===== src/sv/aacb_pkg.sv =====
// Shared constants, codes and types of the coverage blend pixel pipeline.
package aacb_pkg;

    localparam logic ACT_LOAD  = 1'b0;
    localparam logic ACT_BLEND = 1'b1;

    localparam int CFG_IDX_W = 1;
    localparam logic [CFG_IDX_W-1:0] REG_ALPHA_ENABLE     = 1'b0;
    localparam logic [CFG_IDX_W-1:0] REG_OPAQUE_THRESHOLD = 1'b1;

    localparam int THR_W = 17;
    localparam logic [THR_W-1:0] OPAQUE_RESET = 17'd64770;

    localparam int CHAN_W  = 8;
    localparam int COLOR_W = 3 * CHAN_W;
    localparam int WORD_W  = 18;
    localparam int DIST_W  = 8;
    localparam int LIDX_W  = WORD_W - CHAN_W;
    localparam logic [CHAN_W-1:0] CHAN_MAX = 8'hFF;

    localparam int FILT_W = 11;
    localparam int PROD_W = 18;
    localparam int FRAC_W = 16;
    localparam int MIX_W  = PROD_W + CHAN_W + 1;

    localparam int QUEUE_DEPTH = 4;

    typedef struct packed {
        logic full;
        logic empty;
    } aacb_qstat_t;

    function automatic int entry_bits(input int addr_w, input int coord_w);
        return 2 + 5 * addr_w + 3 * CHAN_W + 2 * COLOR_W + 2 * coord_w;
    endfunction

endpackage


===== src/sv/aacb_front.sv =====
// Front end: input handshake, item decode, index clamping and table address forming.
module aacb_front
    import aacb_pkg::*;
#(
    parameter int TABLE_SIDE = 32,
    parameter int COORD_BITS = 11,
    localparam int IDX_W     = $clog2(TABLE_SIDE),
    localparam int ADDR_W    = $clog2(TABLE_SIDE * TABLE_SIDE),
    localparam int ENTRY_W   = entry_bits(ADDR_W, COORD_BITS)
)
(
    input  logic                     in_valid,
    output logic                     in_ready,
    input  logic                     action,
    input  logic [WORD_W-1:0]        table_word,
    input  logic signed [DIST_W-1:0] near_a,
    input  logic signed [DIST_W-1:0] far_a,
    input  logic signed [DIST_W-1:0] near_b,
    input  logic signed [DIST_W-1:0] far_b,
    input  logic [COLOR_W-1:0]       source_color,
    input  logic [CHAN_W-1:0]        weight,
    input  logic [COLOR_W-1:0]       dest_pixel,
    input  logic [CHAN_W-1:0]        dest_alpha,
    input  logic [COORD_BITS-1:0]    pixel_x,
    input  logic [COORD_BITS-1:0]    pixel_y,
    input  aacb_qstat_t              qstat,
    output logic                     push,
    output logic [ENTRY_W-1:0]       entry
);

    function automatic logic [IDX_W-1:0] clamp_idx(input logic signed [DIST_W-1:0] v);
        logic [IDX_W-1:0] r;
        if (v < 0)
        begin
            r = '0;
        end
        else if (v > $signed(DIST_W'(TABLE_SIDE - 1)))
        begin
            r = IDX_W'(TABLE_SIDE - 1);
        end
        else
        begin
            r = v[IDX_W-1:0];
        end
        return r;
    endfunction

    function automatic logic [ADDR_W-1:0] table_addr(input logic [IDX_W-1:0] row,
                                                     input logic [IDX_W-1:0] col);
        return ADDR_W'(row) * ADDR_W'(TABLE_SIDE) + ADDR_W'(col);
    endfunction

    logic [IDX_W-1:0]  na, fa, nb, fb;
    logic [LIDX_W-1:0] load_idx;
    logic              load_ok;
    logic [ADDR_W-1:0] load_addr;
    logic [ADDR_W-1:0] a_nn, a_fn, a_nf, a_ff;

    assign na = clamp_idx(near_a);
    assign fa = clamp_idx(far_a);
    assign nb = clamp_idx(near_b);
    assign fb = clamp_idx(far_b);

    assign a_nn = table_addr(na, nb);
    assign a_fn = table_addr(fa, nb);
    assign a_nf = table_addr(na, fb);
    assign a_ff = table_addr(fa, fb);

    assign load_idx  = table_word[WORD_W-1:CHAN_W];
    assign load_ok   = 32'(load_idx) < 32'(TABLE_SIDE * TABLE_SIDE);
    assign load_addr = ADDR_W'(load_idx);

    assign in_ready = !qstat.full;
    assign push     = in_valid && !qstat.full;

    assign entry = {action, load_ok, load_addr, table_word[CHAN_W-1:0],
                    a_nn, a_fn, a_nf, a_ff,
                    source_color, weight, dest_pixel, dest_alpha,
                    pixel_x, pixel_y};

endmodule


===== config.mk =====
export PLATFORM = sky130hd
export DESIGN_NAME = aacb_front
export DESIGN_NICKNAME = d
export VERILOG_FILES = /design/src/sv/aacb_pkg.sv /design/src/sv/aacb_front.sv
export SDC_FILE = /design/constraint.sdc
export NUM_CORES = 1
export LEC_CHECK = 0
export BUFFER_PORTS_ARGS = -buffer_cell sky130_fd_sc_hd__buf_2
export CORE_AREA = 2 2 111 113
export DETAILED_ROUTE_END_ITERATION = 10
export DIE_AREA = 0 0 113 115
export GPL_ROUTABILITY_DRIVEN = 0
export PLACE_DENSITY = 0.48
export SYNTH_ARGS = -nofsm -noshare
export SYNTH_HDL_FRONTEND = slang
export SYNTH_SLANG_ARGS = --single-unit

===== constraint.sdc =====
create_clock -name vclk -period 1.25
set_input_delay 0.25 -clock vclk [all_inputs]
set_output_delay 0.25 -clock vclk [all_outputs]
set_load 0.1 [all_outputs]

After elaboration in Yosys (flattened, before gate mapping)
Index checks and enable logic that the tools add are counted.

storage, ports and cells
  register bits after elaboration = 0
  bits of input ports = 140
  memory bits (writable) = 0
  memories kept = 0
  word-level logic and storage cells = 22
  latch bits = 0
  bits in read-only memories = 0
  output and inout port bits = 148

cells by class
  equal/unequal tests = 0
  shifts and indexed selects = 0
  add/subtract/negate cells = 4
  multiplexer cells = 8
  multiply operators = 0
  bitwise operators = 0
  reduce and logical (&&, ||, !) cells = 2
  magnitude comparators = 8
  div/mod/pow operators = 0

operators with widths
  kind                                                                           count
  10-bit by 5-bit adder with 10-bit output                                       4
  5-bit two-way mux                                                              8
  8-bit by 6-bit > comparator with 1-bit output (second input constant)          4
  8-bit by 1-bit less-than comparator with 1-bit output (second input constant)  4
  1-bit logical AND                                                              1
  1-bit logical NOT                                                              1

Longest topological paths before layout
  word-level depth = 4
  mapped depth = 3
  mapped depth without buffers = 2

Worst setup path after synthesis
No wires, ideal clock.

  path type = in2out
  from = input far_b[6]
  to = output entry[100]
  setup slack = -1.064 ns
  stages on the path = 3
  data required time = 1.000 ns
  path buffers = 1
  arrival = 2.064 ns
  path through = nor3_1 -> nor2_1 -> buf_4

between the ends
  cells in the longest elaborated chain, start to end = 4
  elaborated cells between the ends (all ways) = 5
  classes of those cells = 1 x add/sub; 2 x order compare; 2 x mux

ends and longest elaborated chain
  element                                        line              source
  from (decl)                                    aacb_front.sv:19  input logic signed [DIST_W-1:0] far_b,
  8-bit by 6-bit > comparator with 1-bit output  aacb_front.sv:37  else if (v > $signed(DIST_W'(TABLE_SIDE - 1)))
  5-bit two-way mux                              aacb_front.sv:37
  5-bit two-way mux (*)                          aacb_front.sv:33  if (v < 0)
  10-bit by 5-bit adder with 10-bit output (*)   aacb_front.sv:50  return ADDR_W'(row) * ADDR_W'(TABLE_SIDE) + ADDR_W'(col);
  to (decl)                                      aacb_front.sv:28  output logic [ENTRY_W-1:0] entry

Mark *: on every way between the ends. The rest lies on a longest branch, timed or not.

Final worst setup path
  from = input far_a[5]
  to = output entry[112]

between the ends
  cells in the longest elaborated chain, start to end = 4
  elaborated cells between the ends (all ways) = 5
  classes of those cells = 1 x add/sub; 2 x order compare; 2 x mux

ends and longest elaborated chain
  element                                        line              source
  from (decl)                                    aacb_front.sv:17  input logic signed [DIST_W-1:0] far_a,
  8-bit by 6-bit > comparator with 1-bit output  aacb_front.sv:37
  5-bit two-way mux                              aacb_front.sv:37
  5-bit two-way mux (*)                          aacb_front.sv:33
  10-bit by 5-bit adder with 10-bit output (*)   aacb_front.sv:50

Marked as above.

==> metrics.cfg <==
[outcome]
status = finished, violations left
violations = DRC

[cells_and_area]
area_delta_synth_final_pct = 55.9
drive_above_1_share = 0.983
antenna_cells = 0
clkbuf_count = 0
nFillCells = 1309
fin_nets = 261
final-seq-area_um2 = 0
design.seq.count = 0
finish.utilization = 0.150

[cts]
cts_hold_buf = 0

[timing]
hold_viol_final = 0
fin_ws_ns = 0.0487
whs_ns = 0.500
rsz0062_at_grt = false
fin_crit_ns = 1.20
max_freq_mhz = 832
finalSetupViolations = 0
min_period_over_period = 0.961
drv_slew = 0

[critical_path]
critPathCaptureType = output pin
critical_path_class = in2out
critPathArrivalTime_ns = 0.95
critPathMaxFanout = 5
worstPathRequired_ns = 1.00
cp-start-kind = input pin

[job]
drv_cap = 0

[pwr]
pwr_density_cell_nw_per_um2 = 747
sw_frac_of_total = 0.677
power_mw = 1.32
power_switching_mw = 0.895
pwr-share-clk = 0
comb_power_share = 1.000
ir_worst_vdd_uv = 123
pwr-share-seq = 0
internal_power_mw = 0.428
leakagePower_nw = 0.696

[synth]
syn_area_um2 = 1130
syn_inst = 169
syn_avg_cell_area_um2 = 6.72
ys_types = 6
synth-warning-count = 0
yosysSeqAreaShare = 0
synth_fp_nets = 309

[drt]
vias_per_cell = 2.91
drt_iter0_drc = 36
dr_total_vias = 773
drtAntennaViolNets = 0
wl_um = 4310
dr.pass1.iters = 7
wl_per_cell_um = 16.2
drc = 12

[worst_hold_path]
hold_class = in2out

[global_routing]
grt_pass1_vias = 742
grt.overflow.total = 0
grt_usage = 0.0578
antenna_found_initial = 0
grt_max_degree = 6
grt_pass1_wl_um = 5560

[place]
io_buffer_count = 76
hpwl_um = 4170
dp_slack_ns = 0.0351

[floorplan]
core.rowCount = 40
die_h_um = 115
die_w_um = 113
die_area_um2 = 13000
start_util = 0.0961
io_pins = 288
fp.coreArea_um2 = 11800

-- cell usage after synthesis --
library cell | number | area, µm²
buf_4 | 126 | 946
nor2_1 | 20 | 75.1
inv_1 | 1 | 3.75
nor3_1 | 20 | 100
conb_1 | 1 | 3.75
nor2b_1 | 1 | 6.26
-- power groups by stage --
stage               Sequential [mW]  Combinational, mW  Clock, mW
global route                      0               1.36          0
global placement                  0               1.33          0
detailed placement                0               1.33          0
floorplan                         0               2.55          0
finish                            0               1.32          0
CTS                               0               1.33          0
-- layer usage --
| layer | wire length, µm | track usage | part of all wire | vias to the layer above |
|---|---|---|---|---|
| met1 | 565 | 0.0311 | 0.13 | 300 |
| met4 | 260 | 0.0358 | 0.060 | 0 |
| li1 | - | - | - | 303 |
| met5 | 0 | 0 | 0 | - |
| met2 | 2220 | 0.103 | 0.52 | 144 |
| met3 | 1260 | 0.0659 | 0.29 | 26 |
-- metrics by stage --
| step | cell area (µm²) | TNS [ns] | cells |
|---|---|---|---|
| CTS | 1770 | 0 | 266 |
| global route | 1770 | 0 | 266 |
| global placement | 1770 | 0 | 266 |
| floorplan | 1770 | -1.17 | 169 |
| detailed placement | 1770 | 0 | 266 |
| finish | 1770 | 0 | 266 |
-- placed cells by master (no fill, tap or decap), drive strengths merged --
cell,n
buf,75
inv,1
clkbuf,1
nor2b,1
nor3,20
conb,1
nor2,20
-- timing repair --
item / 4_1_cts / 5_1_grt
gates resized for setup: 0 / 1
setup endpoints to repair: 0 / 2
buffers inserted: 0 / 0
-- area by class of cell --
class              count  area [µm²]  area share
inverters              1        3.75     0.00212
well taps            147         184       0.104
repair buffers        76        1010       0.573
multi-input cells     42         568       0.321
-- cell families (layout without fill, tap and decap cells) --
logic type / count (synthesis) / in the layout / share of synthesized area
buffers and inverters: 127 / 77 / 0.837
and+or+nand+nor: 41 / 41 / 0.160
other: 1 / 1 / 0.00330
-- final timing paths --
check	to	from	slack, ns	cells past startpoint
min	entry[37]	dest_pixel[7]	0.50	0
max	entry[112]	far_a[5]	0.05	4
-- critical path: stages --
cell and delay, ns:
buf_2 0.24, nor3_4 0.08, nor2_4 0.18, buf_12 0.20
Note: power is estimated with default switching activity, not from simulation.
