## src/sv/aacb_pkg.sv

```systemverilog
// Shared constants, codes and types of the coverage blend pixel pipeline.
package aacb_pkg;

    localparam logic ACT_LOAD  = 1'b0;
    localparam logic ACT_BLEND = 1'b1;

    localparam int CFG_IDX_W = 1;
    localparam logic [CFG_IDX_W-1:0] REG_ALPHA_ENABLE     = 1'b0;
    localparam logic [CFG_IDX_W-1:0] REG_OPAQUE_THRESHOLD = 1'b1;

    localparam int THR_W = 17;
    localparam logic [THR_W-1:0] OPAQUE_RESET = 17'd64770;

    localparam int CHAN_W  = 8;
    localparam int COLOR_W = 3 * CHAN_W;
    localparam int WORD_W  = 18;
    localparam int DIST_W  = 8;
    localparam int LIDX_W  = WORD_W - CHAN_W;
    localparam logic [CHAN_W-1:0] CHAN_MAX = 8'hFF;

    localparam int FILT_W = 11;
    localparam int PROD_W = 18;
    localparam int FRAC_W = 16;
    localparam int MIX_W  = PROD_W + CHAN_W + 1;

    localparam int QUEUE_DEPTH = 4;

    typedef struct packed {
        logic full;
        logic empty;
    } aacb_qstat_t;

    function automatic int entry_bits(input int addr_w, input int coord_w);
        return 2 + 5 * addr_w + 3 * CHAN_W + 2 * COLOR_W + 2 * coord_w;
    endfunction

endpackage

```

## src/sv/aacb_fifo.sv

```systemverilog
// Short word queue between the front end and the blend pipeline.
module aacb_fifo
    import aacb_pkg::*;
#(
    parameter int WIDTH = 8
)
(
    input  logic             clk,
    input  logic             rst_n,
    input  logic             push,
    input  logic [WIDTH-1:0] wr_data,
    input  logic             pop,
    output logic [WIDTH-1:0] rd_data,
    output aacb_qstat_t      qstat
);

    localparam int PTR_W = $clog2(QUEUE_DEPTH);
    localparam int CNT_W = $clog2(QUEUE_DEPTH + 1);

    logic [WIDTH-1:0] slot_reg [QUEUE_DEPTH];
    logic [PTR_W-1:0] wr_ptr_reg, wr_ptr_next;
    logic [PTR_W-1:0] rd_ptr_reg, rd_ptr_next;
    logic [CNT_W-1:0] count_reg, count_next;

    always_comb
    begin
        wr_ptr_next = push ? wr_ptr_reg + PTR_W'(1) : wr_ptr_reg;
        rd_ptr_next = pop ? rd_ptr_reg + PTR_W'(1) : rd_ptr_reg;
        count_next  = count_reg;
        if (push && !pop)
        begin
            count_next = count_reg + CNT_W'(1);
        end
        else if (pop && !push)
        begin
            count_next = count_reg - CNT_W'(1);
        end
    end

    always_ff @(posedge clk or negedge rst_n)
    begin
        if (!rst_n)
        begin
            wr_ptr_reg <= '0;
            rd_ptr_reg <= '0;
            count_reg  <= '0;
        end
        else
        begin
            wr_ptr_reg <= wr_ptr_next;
            rd_ptr_reg <= rd_ptr_next;
            count_reg  <= count_next;
        end
    end

    always_ff @(posedge clk)
    begin
        if (push)
        begin
            slot_reg[wr_ptr_reg] <= wr_data;
        end
    end

    assign rd_data     = slot_reg[rd_ptr_reg];
    assign qstat.full  = count_reg == CNT_W'(QUEUE_DEPTH);
    assign qstat.empty = count_reg == '0;

`ifndef SYNTHESIS
    assert property (@(posedge clk) disable iff (!rst_n)
        count_reg <= CNT_W'(QUEUE_DEPTH))
        else $error("queue count beyond depth");

    assert property (@(posedge clk) disable iff (!rst_n)
        pop |-> count_reg != '0)
        else $error("pop from empty queue");

    assert property (@(posedge clk) disable iff (!rst_n)
        push && !pop |=> count_reg == $past(count_reg) + CNT_W'(1))
        else $error("queue count lost a push");
`endif

endmodule

```

## config.mk

```make
export PLATFORM = sky130hd
export DESIGN_NAME = aacb_fifo
export DESIGN_NICKNAME = d
export VERILOG_FILES = /design/src/sv/aacb_pkg.sv /design/src/sv/aacb_fifo.sv
export SDC_FILE = /design/constraint.sdc
export NUM_CORES = 1
export LEC_CHECK = 0
export BUFFER_PORTS_ARGS = -buffer_cell sky130_fd_sc_hd__buf_4
export CAP_MARGIN = 5
export CORE_MARGIN = 4
export CORE_UTILIZATION = 30
export CTS_CLUSTER_DIAMETER = 30
export DETAILED_ROUTE_END_ITERATION = 12
export GPL_TIMING_DRIVEN = 0
export SLEW_MARGIN = 20
export SYNTH_ARGS = -nofsm -noshare
export SYNTH_HDL_FRONTEND = slang
export SYNTH_SLANG_ARGS = --single-unit
```

## constraint.sdc

```tcl
create_clock -name clk -period 1.77 [get_ports clk]
set_clock_uncertainty 0.15 [all_clocks]
set_input_delay 0.2655 -clock clk [delete_from_list [all_inputs] [get_ports clk]]
set_output_delay 0.2655 -clock clk [all_outputs]
set_load 0.1 [all_outputs]
```

* Word-level counts from Yosys, hierarchy flattened *
Memory sizes are Yosys's and may differ from the RTL's.
Index checks and enable logic that the tools add are counted.

storage, ports and cells
  register bits = 7
  bits in writable memories = 32
  input port bits = 12
  output and inout bits = 10
  logic and storage cells = 19
  memories kept = 1

cells by class
  add/subtract/negate cells = 4
  equal/unequal tests = 1
  muxes and demuxes = 4
  reductions and logical operators = 6

memories
  name      depth  bits a word  read ports  clocked after Yosys merged registers in  wr ports  RTL line         source
  slot_reg  4      8            1           0                                        1         aacb_fifo.sv:20  logic [WIDTH-1:0] slot_reg [QUEUE_DEPTH];

operators by type and width
  cell                                                                count
  3-bit two-way mux                                                   2
  2-bit by 1-bit adder with 2-bit output, second input constant       2
  3-bit by 1-bit adder with 3-bit output, second input constant       1
  3-bit equality test, second input constant                          1
  3-bit logical NOT                                                   1
  3-bit by 1-bit subtractor with 3-bit output, second input constant  1
  1-bit logical AND                                                   2
  1-bit logical NOT                                                   2
  1-bit two-way mux                                                   2
  2-bit nonzero test                                                  1

* Depth between registers and ports, before layout *
Gate-level depths: netlist of run 1.

  word-level depth = 4
  gate-level depth with buffers = 7

* Least setup slack after synthesis of run 1 *
Ideal clock, no wire load.

  path type = flip-flop to output port
  from = register count_reg[0]
  to = output port qstat[1] (netlist bit)
  data arrival time = 2.653 ns
  data required time = 1.354 ns
  path slack = -1.298 ns
  stages on the path, launching flop included = 2
  cell sequence = dfrtp_1 > nor3b_1

RTL lines
  what                    RTL line         source
  start, declared         aacb_fifo.sv:23  logic [CNT_W-1:0] count_reg, count_next;
  start signal, assigned  aacb_fifo.sv:52  count_reg <= count_next;
  end, declared           aacb_fifo.sv:14  output aacb_qstat_t qstat

* Final worst setup path of run 1 *
  from = register rd_ptr_reg[0]
  to = output port rd_data[3]

on the way
  cells in the longest elaborated chain, start to end = 1

RTL lines
  what                    RTL line         source
  start, declared         aacb_fifo.sv:22  logic [PTR_W-1:0] rd_ptr_reg, rd_ptr_next;
  start signal, assigned  aacb_fifo.sv:51  rd_ptr_reg <= rd_ptr_next;
  memory 4 x 8 bit        n/a
  end, declared           aacb_fifo.sv:13  output logic [WIDTH-1:0] rd_data,

Every way passes these cells.

==> results.py, run 1 <==
metrics = {
    "outcome": {
        "outcome": "finished with violations",
        "violations": "negative setup slack",
    },
    "floorplanning": {
        "start_util_pct": 31.9,
        "die_x_um": 79.8,
        "core_mm2": 0.00485,
        "rows": 25,
        "io_pins": 22,
        "die-area_mm2": 0.00637,
        "fp.dieH_um": 79.8,
    },
    "cells_and_area": {
        "regArea_mm2": 0.00114,
        "largest_register_ffs": 32,
        "design_area_mm2": 0.00201,
        "num-nets-final": 125,
        "multi_input_area_um2": 390,
        "areaGrowthSynthToFinish_pct": 30.0,
        "drive_gt1_share_pct": 41.7,
        "antenna_cells": 0,
        "post-route-util_pct": 41.5,
        "fill_cells": 422,
    },
    "worst_setup_path": {
        "reg2reg_to": "slot_reg[1][2]",
        "cp-start-kind": "register",
        "r2r_setup_slack_ps": 210,
        "cp.required_ps": 1350,
        "critPathLaunch": "rd_ptr_reg[0]",
        "worstReg2RegStart": "wr_ptr_reg[1]",
        "cp-end-kind": "output port",
        "r2r_cells": 3,
        "worstPathArrival_ps": 1580,
        "cp-endpoint": "rd_data[3]",
        "criticalPathCategory": "reg -> out",
        "worstPathMaxFanout": 5,
    },
    "yosys": {
        "synth_top_area_cell": "edfxtp_1",
        "synthCells": 76,
        "syn_avg_cell_area_um2": 20.4,
        "synth_top_area_share_pct": 62.1,
        "synth_area_mm2": 0.00155,
        "synth_seq_cells": 39,
        "ys_seq_area_share_pct": 73.4,
        "syn_nets": 94,
        "yosys-top-cells-area": "edfxtp_1 (62%), mux4_2 (12%), dfrtp_1 (11%), ha_1 (4.0%), xor2_1 (2.3%)",
        "yosysUniqueCellTypes": 17,
        "yosys_warnings": 0,
    },
    "global_routing": {
        "antenna_found_initial": 0,
        "globalRoute.totalOverflow": 0,
        "grt_pass1_vias": 806,
        "grt_pass1_wl_mm": 4.09,
        "grtUsageTotal_pct": 9.10,
        "grt_max_degree": 14,
    },
    "routing": {
        "via_count": 748,
        "final_antenna_net_count": 0,
        "drcViolationCount": 0,
        "first_iter_violations": 39,
        "drt-wirelength-per-cell_um": 15.0,
        "wl_mm": 2.62,
        "first_pass_iters": 3,
        "vias_per_cell": 4.27,
    },
    "clock_tree": {
        "cts.clk_slew.worst_paths_ps": 70,
        "cts_root_buf": "clkbuf_8",
        "cts_buffer_depth": 2,
        "cts_max_level": 2,
        "clock_latency_ps": 290,
        "cts_buffers": 5,
        "cts_tree": "yes",
        "cts.sinks": 39,
    },
    "sta": {
        "hold_viol": 0,
        "max_slew.worst_pin.slew_ps": 457,
        "fmax_ghz": 0.502,
        "min_period_ps": 1990,
        "rsz0062_at_grt": "true",
        "final-setup-viol-count": 8,
        "drv_slew": 0,
        "setup_ws_ps": -224,
        "post-route-period-util_pct": 113,
        "max_slew_margin_pct": 69.5,
    },
    "placed_design": {
        "routabilityCongestion": 0.747,
        "dp_hpwl_mm": 1.72,
        "dpl_cell_area_mm2": 0.00180,
        "io_buffers": 21,
    },
    "hold_path": {
        "hold_class": "in -> reg",
    },
    "run": {
        "cap_violations": 0,
    },
}
[how the worst min path moves through the flow]
| stage | start | to | slack, ps | depth (start not counted) |
|---|---|---|---|---|
| after CTS | pop | rd_ptr_reg[0] | 10 | 2 |
| final | pop | rd_ptr_reg[0] | 10 | 2 |
| after floorplan | rst_n | count_reg[0] | -180 | 0 |
| after detailed placement | rst_n | rd_ptr_reg[1] | -70 | 1 |
| after global routing | pop | rd_ptr_reg[0] | 3 | 2 |
| after global placement | rst_n | count_reg[2] | -70 | 1 |
[through the flow]
| stage | instances | worst slack [ps] | hold slack, ps | TNS (ps) |
|---|---|---|---|---|
| floorplan | 76 | -323 | -180 | -638 |
| finish | 175 | -224 | 10.9 | -1680 |
| detailed placement | 164 | 53.8 | -65.0 | 0 |
| CTS | 174 | -225 | 10.4 | -1620 |
| global placement | 164 | 66.4 | -70.1 | 0 |
| global route | 175 | -280 | 2.64 | -2130 |
[Yosys cell counts]
| master | n |
|---|---|
| xor2_1 | 4 |
| nor3b_1 | 1 |
| nor3_1 | 1 |
| mux4_2 | 8 |
| dfrtp_1 | 7 |
| nand2_1 | 2 |
| and2_1 | 4 |
| o21ai_0 | 1 |
| nor2_1 | 1 |
| buf_6 | 1 |
| xnor2_1 | 2 |
| buf_2 | 1 |
| inv_1 | 4 |
| ha_1 | 5 |
| edfxtp_1 | 32 |
| mux2_2 | 1 |
| fa_1 | 1 |
[critical path, stage by stage, from the launching register on]
cell     delay (ps)
dfrtp_2         420
buf_12          140
mux4_2          540
buf_12          190
[layout make-up]
cell class,instances,area share (%)
buffer,2,1.24
clock buffer,5,3.42
clock inverter,3,2.18
inverter,4,0.746
multi-input combinational,31,19.4
sequential,39,56.5
tap,67,4.17
timing repair buffer,24,12.3
[cells by family after synthesis]
logic type | share of synthesized area, %
xor+xnor | 3.40
simple gates | 3.15
buf+inv | 2.02
compound gates | 0.323
mux | 12.4
flops | 73.4
fa+ha+maj | 5.34
[layout by cell type (no fill, tap or decap), drive strengths merged]
cell type / count
dfrtp: 7
nor3b: 1
xnor2: 2
and2: 4
edfxtp: 32
fa: 1
nand2: 2
buf: 24
mux2: 1
nor2: 1
bufinv: 1
o21ai: 1
xor2: 4
dlygate4sd3: 1
clkinv: 2
mux4: 8
nor3: 1
inv: 4
clkbuf: 6
ha: 5
[timing repair]
| action | CTS | global route |
|---|---|---|
| setup buffers | 1 | 0 |
| gates cloned | 0 | 1 |
| gates resized for setup | 12 | 3 |
| setup endpoints to repair | 8 | 8 |
| hold buffers | 1 | 0 |
| endpoints found under the hold margin | 7 | 0 |
[metal layers]
layer / up-vias / part of all wire [%] / global-route usage [%]
li1: 350 / - / -
met1: 374 / 40 / 9.99
met2: 18 / 52 / 15.2
met3: 6 / 5.2 / 3.61
met4: 0 / 2.5 / 4.56
met5: - / 0 / 0
Power of run 1 is not shown: default switching activity piles up to over one toggle a cycle in this logic, so the estimate is an artifact.
==> run 2: changes to the inputs <==
Settings changed: ABC_AREA from default to 1.
==> run 2 against run 1 <==
The flow still finishes with violations (negative setup slack); sequential share of layout area decreased by 4.9 points; synthesized area increased by 10%; count of clock-buffer cells in the layout unchanged; non-clock buffer count increased by 4; via count increased by 39%; cell count increased by 40%; final area increased by 9.4%; sequential cell count unchanged; critical endpoint is now rd_data[2]; fmax increased by 7.9%; highest routed layer unchanged; critical path depth increased by 2; critical path type unchanged; wire length increased by 17%.
==> results.py, run 2 <==
metrics = {
    "outcome": {
        "outcome": "finished with violations",
        "violations": "negative setup slack",
    },
    "hold_path": {
        "min_delay_path_depth": 2,
        "hold_class": "in -> reg",
        "holdPathEnd": "rd_ptr_reg[0]",
        "hold_path_startpoint": "pop",
    },
    "yosys": {
        "syn_avg_cell_area_um2": 12.1,
        "synth_top_area_share_pct": 56.4,
        "synth-edff-count": 32,
        "yosys-top-cells-area": "edfxtp_1 (56%), dfrtp_1 (10%), nand2_1 (8.1%), o211ai_1 (6.6%), inv_1 (5.9%)",
        "synth_area_mm2": 0.00170,
        "synthCells": 141,
        "synth_top_area_cell": "edfxtp_1",
        "yosys_warnings": 0,
        "yosysUniqueCellTypes": 18,
        "ys_seq_area_share_pct": 66.7,
        "syn_nets": 159,
        "post-synth-top-count-cell": "nand2_1",
        "synthArstFlopShare_pct": 17.9,
        "synth_common_cells": "nand2_1 (37), edfxtp_1 (32), inv_1 (27)",
        "synth_top_flop_cell": "edfxtp_1",
        "synth_seq_cells": 39,
    },
    "worst_setup_path": {
        "crit_top_cell": "buf_6",
        "cp-start-kind": "register",
        "worstPathArrival_ps": 1430,
        "worstPathMaxFanout": 10,
        "path_buf_inv": 3,
        "reg2reg_to": "slot_reg[2][7]",
        "r2r_cells": 4,
        "cp-end-kind": "output port",
        "r2r_setup_slack_ps": 280,
        "cp.required_ps": 1350,
        "cp_slowest_stage_delay_ps": 370,
        "path_delay_family": "buffers and inverters",
        "cpMaxStageDelayCell": "dfrtp_1",
        "path_cells": "buf_6 > buf_6 > o211ai_1 > nand2_2 > buf_12",
        "worstReg2RegStart": "wr_ptr_reg[0]",
        "criticalPathCategory": "reg -> out",
    },
    "cells_and_area": {
        "largest_register_ffs": 32,
        "drive_gt1_share_pct": 28.3,
        "design_area_mm2": 0.00220,
        "final_cell_mix": "edfxtp_1 (32), nand2_1 (29), inv_1 (27)",
        "num-nets-final": 190,
        "areaGrowthSynthToFinish_pct": 29.1,
        "final_common_cell": "edfxtp_1",
        "antenna_cells": 0,
    },
    "clock_tree": {
        "cts.clk_slew.worst_paths_ps": 70,
        "cts_tree": "yes",
        "cts_buffers": 5,
        "cts.sinks": 39,
        "clock_latency_ps": 290,
        "cts_max_level": 2,
        "cts_buffer_depth": 2,
        "cts_root_buf": "clkbuf_8",
    },
    "sta": {
        "rsz0062_at_grt": "true",
        "setup_ws_ps": -78.5,
        "post-route-period-util_pct": 104,
        "max_slew_margin_pct": 73.2,
        "hold_viol": 0,
        "drv_slew": 0,
        "final-setup-viol-count": 8,
        "fmax_ghz": 0.541,
        "min_period_ps": 1850,
        "max_slew.worst_pin.slew_ps": 401,
    },
    "floorplanning": {
        "start_util_pct": 30.9,
        "io_pins": 22,
        "core_mm2": 0.00551,
        "die_x_um": 83.4,
        "rows": 27,
        "fp.dieH_um": 83.4,
        "die-area_mm2": 0.00695,
    },
    "routing": {
        "wl_mm": 3.06,
        "final_antenna_net_count": 0,
        "drcViolationCount": 0,
        "first_iter_violations": 52,
        "drt-wirelength-per-cell_um": 12.5,
        "vias_per_cell": 4.24,
        "via_count": 1039,
        "first_pass_iters": 4,
    },
    "placed_design": {
        "dpl_cell_area_mm2": 0.00198,
        "io_buffers": 21,
        "dp_hpwl_mm": 2.07,
        "routabilityCongestion": 0.680,
        "pre_cts_ws_ps": 115,
    },
    "global_routing": {
        "antenna_found_initial": 0,
        "globalRoute.totalOverflow": 0,
        "grt_pass1_vias": 1011,
        "grtUsageTotal_pct": 9.67,
        "grt_max_degree": 14,
        "grt_pass1_wl_mm": 5.00,
    },
    "run": {
        "cap_violations": 0,
    },
}
## run 2: cell types whose count changed after synthesis, sizes merged, moves of 3 or more
cell	previous run	this run
inv	4	28
nand2	2	37
buf	2	5
o211ai	0	16
mux4	8	0
and2	4	0
## run 2: cell type report
cell class              instances  area, um^2
plain buffers                   6        65.1
flip-flops and latches         39        1140
clock inverters                 3        20.0
multi-input cells              68         438
repair buffers                 24         273
well taps                      72        90.1
clock buffers                   5        68.8
inverters                      28         110
fillers                       516        3310
## run 2: metal layers
layer / global-route usage [%] / part of all wire, % / vias to the layer above
met3: 3.27 / 4.6 / 7
met5: 0 / 0 / -
li1: - / - / 526
met2: 16.2 / 50 / 15
met1: 10.7 / 43 / 491
met4: 5.35 / 2.3 / 0
## run 2: worst max-delay path by stage
stage / slack, ps / endpoint / from / cells after the start
CTS: -90 / rd_data[1] / rd_ptr_reg[0] / 5
detailed placement: 110 / rd_data[0] / rd_ptr_reg[1] / 5
global placement: 140 / rd_data[4] / rd_ptr_reg[1] / 5
finish: -80 / rd_data[2] / rd_ptr_reg[0] / 5
floorplan: -320 / qstat[0] / count_reg[0] / 1
global route: -140 / rd_data[4] / rd_ptr_reg[0] / 5
## run 2: what timing repair did
item                       CTS  global route
gates resized for setup     19             9
setup buffers                1             1
setup endpoints to repair    8             8
pin swaps                    5            10
hold buffers                 1             0
hold endpoints to repair     7             0
## run 2: logic make-up (layout without fill, tap and decap cells)
group | Yosys count | after routing | synth area share (%)
AOI/OAI and AO/OA | 17 | 17 | 7.64
DFF | 39 | 39 | 66.7
buffers and inverters | 34 | 66 | 9.40
adders and majority gates | 6 | 6 | 4.85
xor gates and xnor gates | 4 | 4 | 2.06
and+or+nand+nor | 41 | 41 | 9.40
## run 2: metrics by stage
| step | util, % | hold slack, ps | cells | setup TNS, ps |
|---|---|---|---|---|
| floorplan | - | -180 | 141 | -630 |
| global placement | 36.0 | -63.9 | 234 | 0 |
| detailed placement | 36.0 | -63.1 | 234 | 0 |
| CTS | 39.3 | 11.7 | 244 | -565 |
| global route | 40.0 | 10.7 | 245 | -897 |
| finish | 40.0 | 19.8 | 245 | -446 |
Power of run 2 is left out for the same reason.
